==> src/design/deq_pkg.sv <==
package deq_pkg;

    // Ring size and the widths that follow from it.
    localparam int DEPTH  = 16;
    localparam int IDX_W  = (DEPTH > 1) ? $clog2(DEPTH) : 1;
    localparam int CNT_W  = $clog2(DEPTH + 1);
    localparam int SUM_W  = IDX_W + 1;

    // Fixed field widths of the channels.
    localparam int CMD_W  = 3;
    localparam int WORD_W = 32;
    localparam int STAT_W = 2;
    localparam int OCC_W  = 5;

    // Operation codes carried by each request beat.
    typedef enum logic [CMD_W-1:0] {
        OP_PUSH_BACK  = 3'd0,
        OP_PUSH_FRONT = 3'd1,
        OP_READ_FRONT = 3'd2,
        OP_POP_FRONT  = 3'd3,
        OP_READ_BACK  = 3'd4,
        OP_POP_BACK   = 3'd5
    } t_op;

    // Status codes returned with each response beat.
    typedef enum logic [STAT_W-1:0] {
        ST_OK    = 2'd0,
        ST_EMPTY = 2'd1,
        ST_FULL  = 2'd2
    } t_status;

    // Controller states.
    typedef enum logic [1:0] {
        S_IDLE = 2'd0,
        S_EXEC = 2'd1,
        S_RESP = 2'd2
    } t_state;

    // Commands from the controller to the datapath.
    typedef struct packed {
        logic latch;
        logic exec;
    } t_dp_cmd;

endpackage

==> src/design/deq_if.sv <==
// Request channel: one operation per beat.
interface deq_req_if;
    logic                                 valid;
    logic                                 ready;
    logic [deq_pkg::CMD_W-1:0]            cmd;
    logic signed [deq_pkg::WORD_W-1:0]    push_value;

    modport source (output valid, output cmd, output push_value, input ready);
    modport sink   (input valid, input cmd, input push_value, output ready);
endinterface

// Response channel: one result per beat.
interface deq_rsp_if;
    logic                                 valid;
    logic                                 ready;
    logic signed [deq_pkg::WORD_W-1:0]    read_value;
    logic [deq_pkg::STAT_W-1:0]           status;
    logic [deq_pkg::OCC_W-1:0]            occupancy;

    modport source (output valid, output read_value, output status, output occupancy,
                    input ready);
    modport sink   (input valid, input read_value, input status, input occupancy,
                    output ready);
endinterface

==> src/design/deq_ctrl.sv <==
module deq_ctrl (
    input  logic              i_clk,
    input  logic              i_rst_n,
    input  logic              i_in_valid,
    input  logic              i_out_ready,
    output logic              o_in_ready,
    output logic              o_out_valid,
    output deq_pkg::t_dp_cmd  o_cmd
);

    deq_pkg::t_state r_state;
    deq_pkg::t_state n_state;

    // State register.
    always_ff @(posedge i_clk) begin
        if (!i_rst_n) begin
            r_state <= deq_pkg::S_IDLE;
        end else begin
            r_state <= n_state;
        end
    end

    // Next state: take a beat, run it in the execute state, then hold the result.
    always_comb begin
        n_state = r_state;
        case (r_state)
            deq_pkg::S_IDLE: begin
                if (i_in_valid) begin
                    n_state = deq_pkg::S_EXEC;
                end
            end
            deq_pkg::S_EXEC: begin
                n_state = deq_pkg::S_RESP;
            end
            deq_pkg::S_RESP: begin
                if (i_out_ready) begin
                    n_state = deq_pkg::S_IDLE;
                end
            end
            default: begin
                n_state = deq_pkg::S_IDLE;
            end
        endcase
    end

    // Outputs decoded from the state.
    always_comb begin
        o_in_ready  = 1'b0;
        o_out_valid = 1'b0;
        o_cmd       = '0;
        case (r_state)
            deq_pkg::S_IDLE: begin
                o_in_ready  = 1'b1;
                o_cmd.latch = i_in_valid;
            end
            deq_pkg::S_EXEC: begin
                o_cmd.exec = 1'b1;
            end
            deq_pkg::S_RESP: begin
                o_out_valid = 1'b1;
            end
            default: begin
                o_in_ready = 1'b0;
            end
        endcase
    end

endmodule

==> src/design/deq_dp.sv <==
module deq_dp (
    input  logic                               i_clk,
    input  logic                               i_rst_n,
    input  deq_pkg::t_dp_cmd                   i_cmd,
    input  logic [deq_pkg::CMD_W-1:0]          i_op,
    input  logic signed [deq_pkg::WORD_W-1:0]  i_word,
    output logic signed [deq_pkg::WORD_W-1:0]  o_read_value,
    output logic [deq_pkg::STAT_W-1:0]         o_status,
    output logic [deq_pkg::OCC_W-1:0]          o_occupancy
);

    localparam int IDX_W = deq_pkg::IDX_W;
    localparam int CNT_W = deq_pkg::CNT_W;
    localparam int SUM_W = deq_pkg::SUM_W;

    // Latched request.
    deq_pkg::t_op                 r_op;
    logic [deq_pkg::WORD_W-1:0]   r_word;

    // Ring pointers.
    logic [IDX_W-1:0]             r_head;
    logic [IDX_W-1:0]             n_head;
    logic [CNT_W-1:0]             r_count;
    logic [CNT_W-1:0]             n_count;

    // Result registers.
    logic [deq_pkg::WORD_W-1:0]   r_rd;
    deq_pkg::t_status             r_status;
    deq_pkg::t_status             n_status;
    logic [deq_pkg::OCC_W-1:0]    r_occ;

    // Slot storage.
    logic [deq_pkg::WORD_W-1:0]   mem [deq_pkg::DEPTH];

    logic                         wr_en;
    logic [IDX_W-1:0]             wr_addr;
    logic                         rd_en;
    logic [IDX_W-1:0]             rd_addr;

    logic                         full;
    logic                         empty;
    logic [SUM_W-1:0]             tail_sum;
    logic [SUM_W-1:0]             back_sum;
    logic [IDX_W-1:0]             tail_pos;
    logic [IDX_W-1:0]             back_pos;
    logic [IDX_W-1:0]             head_inc;
    logic [IDX_W-1:0]             head_dec;

    // Capture the request beat.
    always_ff @(posedge i_clk) begin
        if (i_cmd.latch) begin
            r_op   <= deq_pkg::t_op'(i_op);
            r_word <= i_word;
        end
    end

    // Ring arithmetic, each wrap a single compare against the ring bounds.
    always_comb begin
        full     = (r_count == CNT_W'(deq_pkg::DEPTH));
        empty    = (r_count == '0);
        tail_sum = SUM_W'(r_head) + SUM_W'(r_count);
        back_sum = tail_sum - SUM_W'(1);
        tail_pos = (tail_sum >= SUM_W'(deq_pkg::DEPTH))
                 ? IDX_W'(tail_sum - SUM_W'(deq_pkg::DEPTH)) : IDX_W'(tail_sum);
        back_pos = (back_sum >= SUM_W'(deq_pkg::DEPTH))
                 ? IDX_W'(back_sum - SUM_W'(deq_pkg::DEPTH)) : IDX_W'(back_sum);
        head_inc = (r_head == IDX_W'(deq_pkg::DEPTH - 1)) ? '0 : r_head + IDX_W'(1);
        head_dec = (r_head == '0) ? IDX_W'(deq_pkg::DEPTH - 1) : r_head - IDX_W'(1);
    end

    // Decode the operation into pointer updates and slot accesses.
    always_comb begin
        n_head   = r_head;
        n_count  = r_count;
        n_status = deq_pkg::ST_OK;
        wr_en    = 1'b0;
        wr_addr  = tail_pos;
        rd_en    = 1'b0;
        rd_addr  = r_head;
        case (r_op)
            deq_pkg::OP_PUSH_BACK: begin
                if (full) begin
                    n_status = deq_pkg::ST_FULL;
                end else begin
                    wr_en   = 1'b1;
                    n_count = r_count + CNT_W'(1);
                end
            end
            deq_pkg::OP_PUSH_FRONT: begin
                if (full) begin
                    n_status = deq_pkg::ST_FULL;
                end else begin
                    wr_en   = 1'b1;
                    wr_addr = head_dec;
                    n_head  = head_dec;
                    n_count = r_count + CNT_W'(1);
                end
            end
            deq_pkg::OP_READ_FRONT: begin
                if (empty) begin
                    n_status = deq_pkg::ST_EMPTY;
                end else begin
                    rd_en = 1'b1;
                end
            end
            deq_pkg::OP_POP_FRONT: begin
                if (empty) begin
                    n_status = deq_pkg::ST_EMPTY;
                end else begin
                    n_head  = head_inc;
                    n_count = r_count - CNT_W'(1);
                end
            end
            deq_pkg::OP_READ_BACK: begin
                if (empty) begin
                    n_status = deq_pkg::ST_EMPTY;
                end else begin
                    rd_en   = 1'b1;
                    rd_addr = back_pos;
                end
            end
            deq_pkg::OP_POP_BACK: begin
                if (empty) begin
                    n_status = deq_pkg::ST_EMPTY;
                end else begin
                    n_count = r_count - CNT_W'(1);
                end
            end
            default: begin
                n_status = deq_pkg::ST_OK;
            end
        endcase
    end

    // Pointer registers.
    always_ff @(posedge i_clk) begin
        if (!i_rst_n) begin
            r_head  <= '0;
            r_count <= '0;
        end else if (i_cmd.exec) begin
            r_head  <= n_head;
            r_count <= n_count;
        end
    end

    // Slot memory with a registered read port; a non-read returns zero.
    always_ff @(posedge i_clk) begin
        if (i_cmd.exec && wr_en) begin
            mem[wr_addr] <= r_word;
        end
        if (i_cmd.exec) begin
            r_rd <= rd_en ? mem[rd_addr] : '0;
        end
    end

    // Result registers.
    always_ff @(posedge i_clk) begin
        if (i_cmd.exec) begin
            r_status <= n_status;
            r_occ    <= deq_pkg::OCC_W'(n_count);
        end
    end

    assign o_read_value = r_rd;
    assign o_status     = r_status;
    assign o_occupancy  = r_occ;

endmodule

==> src/design/double_ended_queue_engine.sv <==
// Double-ended queue of signed 32-bit words in a ring of deq_pkg::DEPTH slots. Each request
// beat carries one operation (push back, push front, read front, pop front, read back, pop
// back) and yields exactly one response beat with the word read (zero unless a read
// succeeds), a status (ok, empty, full) and the occupancy after the operation. A push into
// a full ring is dropped and reports full; a read or pop on an empty ring reports empty and
// changes nothing; unused codes are no-ops. The block handles one operation at a time: a
// beat is taken in the idle state, the ring is updated and the slot memory is read in the
// execute state, and the result beat is offered in the response state until it is taken;
// no new beat is taken before then. The request register and the registered read port of
// the slot memory set these steps. Slots need no clearing after reset; only occupied slots
// are ever read.
module double_ended_queue_engine (
    input  logic   i_clk,
    input  logic   i_rst_n,
    deq_req_if.sink   i_req,
    deq_rsp_if.source o_rsp
);

    deq_pkg::t_dp_cmd dp_cmd;

    // Sequencing of request, execution and response.
    deq_ctrl u_ctrl (
        .i_clk       (i_clk),
        .i_rst_n     (i_rst_n),
        .i_in_valid  (i_req.valid),
        .i_out_ready (o_rsp.ready),
        .o_in_ready  (i_req.ready),
        .o_out_valid (o_rsp.valid),
        .o_cmd       (dp_cmd)
    );

    // Ring pointers, slot memory and result registers.
    deq_dp u_dp (
        .i_clk        (i_clk),
        .i_rst_n      (i_rst_n),
        .i_cmd        (dp_cmd),
        .i_op         (i_req.cmd),
        .i_word       (i_req.push_value),
        .o_read_value (o_rsp.read_value),
        .o_status     (o_rsp.status),
        .o_occupancy  (o_rsp.occupancy)
    );

endmodule

==> src/flat_wrapper.sv <==
// flat-port wrapper written by rule: the top's interface ports become plain ports
module double_ended_queue_engine_flat 
  (i_clk, i_rst_n, i_req_valid, i_req_cmd, i_req_push_value, i_req_ready, o_rsp_valid, o_rsp_read_value, o_rsp_status, o_rsp_occupancy, o_rsp_ready);
  deq_req_if i_req_i ();
  deq_rsp_if o_rsp_i ();
  input  logic i_clk;
  input  logic i_rst_n;
  input wire logic [$bits(i_req_i.valid)-1:0] i_req_valid;
  input wire logic [$bits(i_req_i.cmd)-1:0] i_req_cmd;
  input wire logic [$bits(i_req_i.push_value)-1:0] i_req_push_value;
  output wire logic [$bits(i_req_i.ready)-1:0] i_req_ready;
  output wire logic [$bits(o_rsp_i.valid)-1:0] o_rsp_valid;
  output wire logic [$bits(o_rsp_i.read_value)-1:0] o_rsp_read_value;
  output wire logic [$bits(o_rsp_i.status)-1:0] o_rsp_status;
  output wire logic [$bits(o_rsp_i.occupancy)-1:0] o_rsp_occupancy;
  input wire logic [$bits(o_rsp_i.ready)-1:0] o_rsp_ready;
  assign i_req_i.valid = i_req_valid;
  assign i_req_i.cmd = i_req_cmd;
  assign i_req_i.push_value = i_req_push_value;
  assign i_req_ready = i_req_i.ready;
  assign o_rsp_valid = o_rsp_i.valid;
  assign o_rsp_read_value = o_rsp_i.read_value;
  assign o_rsp_status = o_rsp_i.status;
  assign o_rsp_occupancy = o_rsp_i.occupancy;
  assign o_rsp_i.ready = o_rsp_ready;
  double_ended_queue_engine u_core (.i_clk(i_clk), .i_rst_n(i_rst_n), .i_req(i_req_i), .o_rsp(o_rsp_i));
endmodule
==> config.mk <==
export PLATFORM = sky130hd
export DESIGN_NAME = double_ended_queue_engine_flat
export DESIGN_NICKNAME = d
export VERILOG_FILES = /design/src/design/deq_pkg.sv /design/src/design/deq_if.sv /design/src/design/deq_ctrl.sv /design/src/design/deq_dp.sv /design/src/design/double_ended_queue_engine.sv /design/src/flat_wrapper.sv
export SDC_FILE = /design/constraint.sdc
export NUM_CORES = 1
export LEC_CHECK = 0
export BUFFER_PORTS_ARGS = -buffer_cell sky130_fd_sc_hd__buf_2
export CAP_MARGIN = 20
export CORE_AREA = 3 3 226 284
export DETAILED_ROUTE_END_ITERATION = 8
export DIE_AREA = 0 0 229 287
export SYNTH_ARGS = -nofsm -noshare
export SYNTH_HDL_FRONTEND = slang
export SYNTH_SLANG_ARGS = --single-unit
==> constraint.sdc <==
create_clock -name i_clk -period 8.15 [get_ports i_clk]
set_input_delay 0.4075 -clock i_clk [delete_from_list [all_inputs] [get_ports i_clk]]
set_output_delay 0.4075 -clock i_clk [all_outputs]
set_load 0.02 [all_outputs]
Yosys cells after proc, flatten, opt, wreduce, memory -nomap -nowiden
Memories as Yosys holds them, arrays and structs flattened. A register that Yosys moved wholly into a read port is not among the register bits.
Index checks and enable logic that the tools add are counted.

storage, ports and cells
  word-level logic and storage cells = 74
  bits of input ports = 39
  memory bits (writable) = 512
  bits in registers = 53
  output and inout bits = 41
  memories = 1

cells by class
  add/sub/neg operators = 8
  mux-type cells = 30
  reduce and logical (&&, ||, !) cells = 13
  order comparisons = 2
  eq/ne operators = 13

memory list
  memory           depth  width  read ports  clocked after Yosys merged registers in  wr ports  line          text
  u_core.u_dp.mem  16     32     1           1                                        1         deq_dp.sv:33  logic [deq_pkg::WORD_W-1:0] mem [deq_pkg::DEPTH];

operators with widths
  cell                   number
  $mux W4                10
  $sub A4 B1 Y4 const B  3
  $mux W1                11
  $ge A5 B5 Y1 const B   2
  $mux W5                2
  $pmux W5 S2            1
  $sub A5 B1 Y5 const B  2
  $ne A2 B2 Y1 const B   4
  $pmux W4 S2            1
  $eq A3 B2 Y1 const B   2
  $eq A3 B3 Y1 const B   2
  $mux W2                3
  $pmux W2 S3            1
  $reduce_or A2 Y1       3
  $add A4 B5 Y5          1
  $add A5 B1 Y5 const B  1
  $eq A5 B5 Y1 const B   1
  $logic_not A5 Y1       1
  $add A4 B1 Y4 const B  1
  $eq A4 B4 Y1 const B   1
  $logic_not A4 Y1       1
  $pmux W2 S2            1
  $reduce_and A4 Y1      1
  $reduce_or A4 Y1       1
  9 further kinds        9

Longest topological paths before layout
  word-level depth = 6
  mapped depth = 11

Modules after synthesis
From an unflattened synthesis, not the netlist that was laid out.

second synthesis, totals
  cells, all modules = 1714
  area total of the unflattened synthesis = 24746.2 µm²

by module, submodules not included
  module    area an instance (µm²)  cells an instance  sequential area each (µm²)  instances
  deq_dp    24653.6                 1705               17777.0                     1
  deq_ctrl  92.6                    9                  40.0                        1

Least setup slack after synthesis
No wires, ideal clock.

  kind = reg2reg
  from = reg u_core.u_dp.r_count[0]
  to = mem u_core.u_dp.mem[3][0] in the netlist's numbering (enable)
  cell stages (with the launch flop) = 8
  setup slack = 4.458 ns
  required time = 7.729 ns
  arrival time = 3.271 ns
  clock period less this slack = 3.692 ns
  path buffers = 3
  cell sequence = dfxtp_1 -> ha_1 -> clkbuf_1 -> clkbuf_1 -> clkbuf_1 -> mux2i_1 -> nand4b_1 -> nor2_1

between the ends
  word-level cells in the longest chain between the ends = 6
  elaborated cells on any way between the ends = 12

ends and longest elaborated chain
  element                                                line           text
  from (decl)                                            deq_dp.sv:23   logic [CNT_W-1:0] r_count;
  from (signal assigned)                                 deq_dp.sv:142  r_count <= n_count;
  branches (longest 6 deep; another with $add A4 B5 Y5)  --
  to (decl)                                              deq_dp.sv:33

Several ways; the timed one is not identified.

Worst setup path after layout
  from = reg u_core.u_dp.r_head[0]
  to = reg u_core.u_dp.r_rd (netlist bit u_core.u_dp.o_read_value[13]), read port of u_core.u_dp.mem (data pin)

between the ends
  word-level cells in the longest chain between the ends = 6
  elaborated cells on any way between the ends = 7

ends and longest elaborated chain
  element                                        line                        text
  from (decl)                                    deq_dp.sv:21                logic [IDX_W-1:0] r_head;
  from (signal assigned)                         deq_dp.sv:141               r_head <= n_head;
  $add A4 B5 Y5                                  deq_dp.sv:61                tail_sum = SUM_W'(r_head) + SUM_W'(r_count);
  $sub A5 B1 Y5                                  deq_dp.sv:62                back_sum = tail_sum - SUM_W'(1);
  $sub A4 B1 Y4 or $ge A5 B5 Y1 (tied branches)  deq_dp.sv:66, deq_dp.sv:65
  $mux W4                                        deq_dp.sv:66                ? IDX_W'(back_sum - SUM_W'(deq_pkg::DEPTH)) : IDX_W'(back_sum);
  $mux W4                                        deq_dp.sv:115               if (empty) begin
  $mux W4 *                                      deq_dp.sv:80                case (r_op)
  to (decl)                                      deq_dp.sv:27                logic [deq_pkg::WORD_W-1:0] r_rd;

Every way passes the cells marked *; elsewhere a longest branch is shown, timed or not.
A chain may end at the register's enable or synchronous reset.

==> out/results.tsv <==
metric	value	unit
run status	complete, no violations	
P per Cell Area	227.3	nW/um2
Post-DRT Antenna Nets	0	
area of the multi-input gates	6330	um2
Syn Area/Cell	14.46	um2
Syn Inst Count	1700	
clock root cell	clkbuf_16	
DR vias/cell	5.725	
worst endpoint required time	8480	ps
syn nets	1750	
H-tree depth	2	
Layout Nets	1834	
final worst path period share	0.5861	
yosys warns	0	
CP Cell Sequence	buf_4 -> ha_2 -> buf_4 -> inv_1 -> ha_1 -> or3_4 -> o22ai_4 -> buf_4 -> a32oi_1 -> o221ai_1 -> o32ai_1	
LEAKAGE	9.303	nW
Peak Freq	0.2094	GHz
via count	15230	
Pint	0.004893	W
Die ar.	65720	um2
Clock Pin Slew Worst Setup and Hold Paths	70	ps
max-cap violation count	0	
Crit path depth	11	
CP arrival	5110	ps
Final min period	4776	ps
Synth Flop Type	edfxtp_1	
Core ar.	61770	um2
largest net degree at the start of global routing	116	
final setup fails	0	
Seq/Total Area, Yosys	0.7250	
Tot GR Track Use	0.1932	
total iterations of the first detailed-routing run	5	
DP Wirelength	33650	um
row cnt	102	
Rel. slew slack	0.3479	
Sequential Area	17820	um2
Seq cells post-synth	597	
Post-Route WL	64440	um
Hold WS	44.89	ps
WHS Path Cells	1	
GPL Wtd Cong	0.7577	
Fillers	5461	
area fraction of the dominant cell type after synthesis	0.7160	
CTS Buf Count	54	
Final Hold Viols	0	
Worst Hold Class	in2reg	
Pins Over Slew Limit	0	
first-pass GRT wire length	97120	um
most used cell, CP	buf_4	
Peak supply drop	0.1611	mV
worst path bufs/invs	4	
die height	287	um
slowest CP cell	buf_4	
RSZ-0062 raised after global routing	no	
layout cell share with drive strength beyond 1	0.1427	
DR iter-0 viols	1419	
clock sink count	597	
Worst Tran Pin Value	978.1	ps
FFs w/ async S/R, synth	0	
Crit Path Class	reg2reg	
worst-path fanout max	73	
Antenna Cells	0	
Wirelength per Cell	24.22	um
Clk network pwr share	0.382	
Power Total	0.006351	W
Starting Density	0.3979	
initial antenna violation count	0	
number of synthesized flops with an enable pin	586	
area delta synth->final	13.72	%
total I/O pin count	80	
chip width	229	um
area leader, netlist	edfxtp_1	
CP delay by family, top	buffers and inverters	
Clock Path Buffers	3	
Worst Skew	28.20	ps
GRT Residual Overflow	0	
worst skew pair latency	610	ps
startpoint types	flop	
reg2reg path depth	11	
Mapped Area	24580	um2
Sequential Power Share	0.548	
setup TNS	0	ps
Synth area leaders	edfxtp_1 (72%), nand2_1 (3.2%), nand3_1 (2.5%)	
Switching Fraction	0.2296	
Worst Setup End Kind	flop	
post-CTS sizing	0	
number of global-route vias before repair	15450	
IO Port Bufs	79	
critical path's largest stage delay	640	ps
Logic pwr share	0.070	
CTS tree	yes	
P_sw	0.001458	W
Yosys cell types	68	
remaining routing DRC violations	0	
## state kept, by name, indices dropped and copies added, names as in the netlist, 3 cells and up
| signal | cells |
|---|---|
| u_core.u_dp.mem | 512 |
| u_core.u_dp.o_occupancy | 5 |
| u_core.u_dp.o_read_value | 32 |
| u_core.u_dp.r_count | 5 |
| u_core.u_dp.r_head | 4 |
| u_core.u_dp.r_op | 3 |
| u_core.u_dp.r_word | 32 |
## path summary, 6_finish.rpt
| check | startpoint | to | slack [ps] |
|---|---|---|---|
| worst max-delay path | u_core.u_dp.r_head[0]$_SDFFE_PN0P_ | u_core.u_dp.o_read_value[13]$_SDFFCE_PN0N_ | 3370 |
| worst min-delay path | i_req_push_value[15] | u_core.u_dp.r_word[15]$_DFFE_PP_ | 40 |
| worst max register to register | u_core.u_dp.r_head[0]$_SDFFE_PN0P_ | u_core.u_dp.o_read_value[13]$_SDFFCE_PN0N_ | 3370 |
| worst min register to register | u_core.u_dp.r_count[1]$_SDFFE_PN0N_ | u_core.u_dp.r_count[1]$_SDFFE_PN0N_ | 630 |
## metal layers
layer | GRT usage | vias up | wire [um]
met4 | 0.07800 | 0 | 2515
li1 | - | 6763 | -
met2 | 0.3416 | 531 | 32690
met5 | 0 | - | 0
met3 | 0.02488 | 126 | 3333
met1 | 0.2408 | 7813 | 25900
## cells in the mapped netlist, types with 11 or more instances
cell type	count
buf_2	41
a211oi_1	36
inv_1	15
o21ai_0	66
a32o_1	38
mux2i_1	42
a32oi_1	32
nand2b_1	68
a22oi_1	34
clkbuf_1	63
o221ai_1	14
nand3_1	123
dfxtp_1	11
edfxtp_1	586
mux2_2	30
nand2_1	210
a22o_1	28
a21oi_1	60
nor2_1	63
o32ai_1	34
## cell usage in the layout, fill, tap and decap left out, types with 4 or more instances in the layout
cell,synthesis,layout
nand2_1,210,210
inv_1,15,15
clkbuf_1,63,17
mux2i_1,42,42
a22oi_1,34,34
clkinv_1,0,11
o221ai_1,14,14
clkbuf_16,0,54
a21oi_1,60,60
nand2b_1,68,68
o21ai_0,66,66
a32oi_1,32,32
nor2_1,63,47
nor2_4,2,18
a32o_1,38,38
clkinv_2,0,12
dfxtp_1,11,10
nor2b_1,5,4
buf_4,4,37
xor2_1,4,4
o21ai_1,10,9
xnor2_1,5,5
a211oi_1,36,36
o32ai_1,34,32
a22o_1,28,28
ha_1,10,9
nand3_1,123,123
mux2_2,30,30
edfxtp_1,586,586
buf_2,41,79
dlygate4sd3_1,0,34
nor3_1,4,4
## power groups by stage
| stage | logic (W) | registers, W | clock network [W] |
|---|---|---|---|
| after global routing | 0.000478 | 0.00349 | 0.00258 |
| after floorplan | 0.000279 | 0.00353 | 0 |
| after CTS | 0.000443 | 0.00348 | 0.00247 |
| after detailed placement | 0.000429 | 0.00355 | 0 |
| final | 0.000442 | 0.00348 | 0.00243 |
| after global placement | 0.000419 | 0.00354 | 0 |
## through the flow
stage | utilization | instances | setup slack [ps] | area [um2]
floorplan | - | 1700 | 4458 | 24580
global placement | 0.4196 | 2525 | 3540 | 25920
detailed placement | 0.4196 | 2525 | 3383 | 25920
CTS | 0.4520 | 2660 | 3382 | 27920
global route | 0.4524 | 2661 | 3102 | 27950
finish | 0.4524 | 2661 | 3374 | 27950
## worst reg2reg max path, cell delays in order (launching register included)
cell      delay [ps]
dfxtp_2          310
buf_4            570
ha_2             310
buf_4            500
inv_1            230
ha_1             380
or3_4            440
o22ai_4          550
buf_4            640
a32oi_1          210
o221ai_1         180
o32ai_1          170
## area by class of cell
cell class	count	share of cell area
inverter	15	0.002015
sequential	597	0.6376
clock buffer	71	0.05064
timing repair buffer	151	0.03725
tap	832	0.03725
multi-input combinational	965	0.2265
clock inverter	30	0.008775
## cell families after synthesis
family          share of synthesized area
compound gates                     0.1124
xor+xnor                         0.004124
fa+ha+maj                        0.005906
buf+inv                           0.02597
flops                              0.7250
mux                               0.03131
simple gates                      0.09531
## what timing repair did
item / in CTS / in global routing
setup buffers: 0 / 0
hold buffers: 34 / 0
endpoints found under the hold margin: 34 / 0
Power figures use the tool's default switching activity.
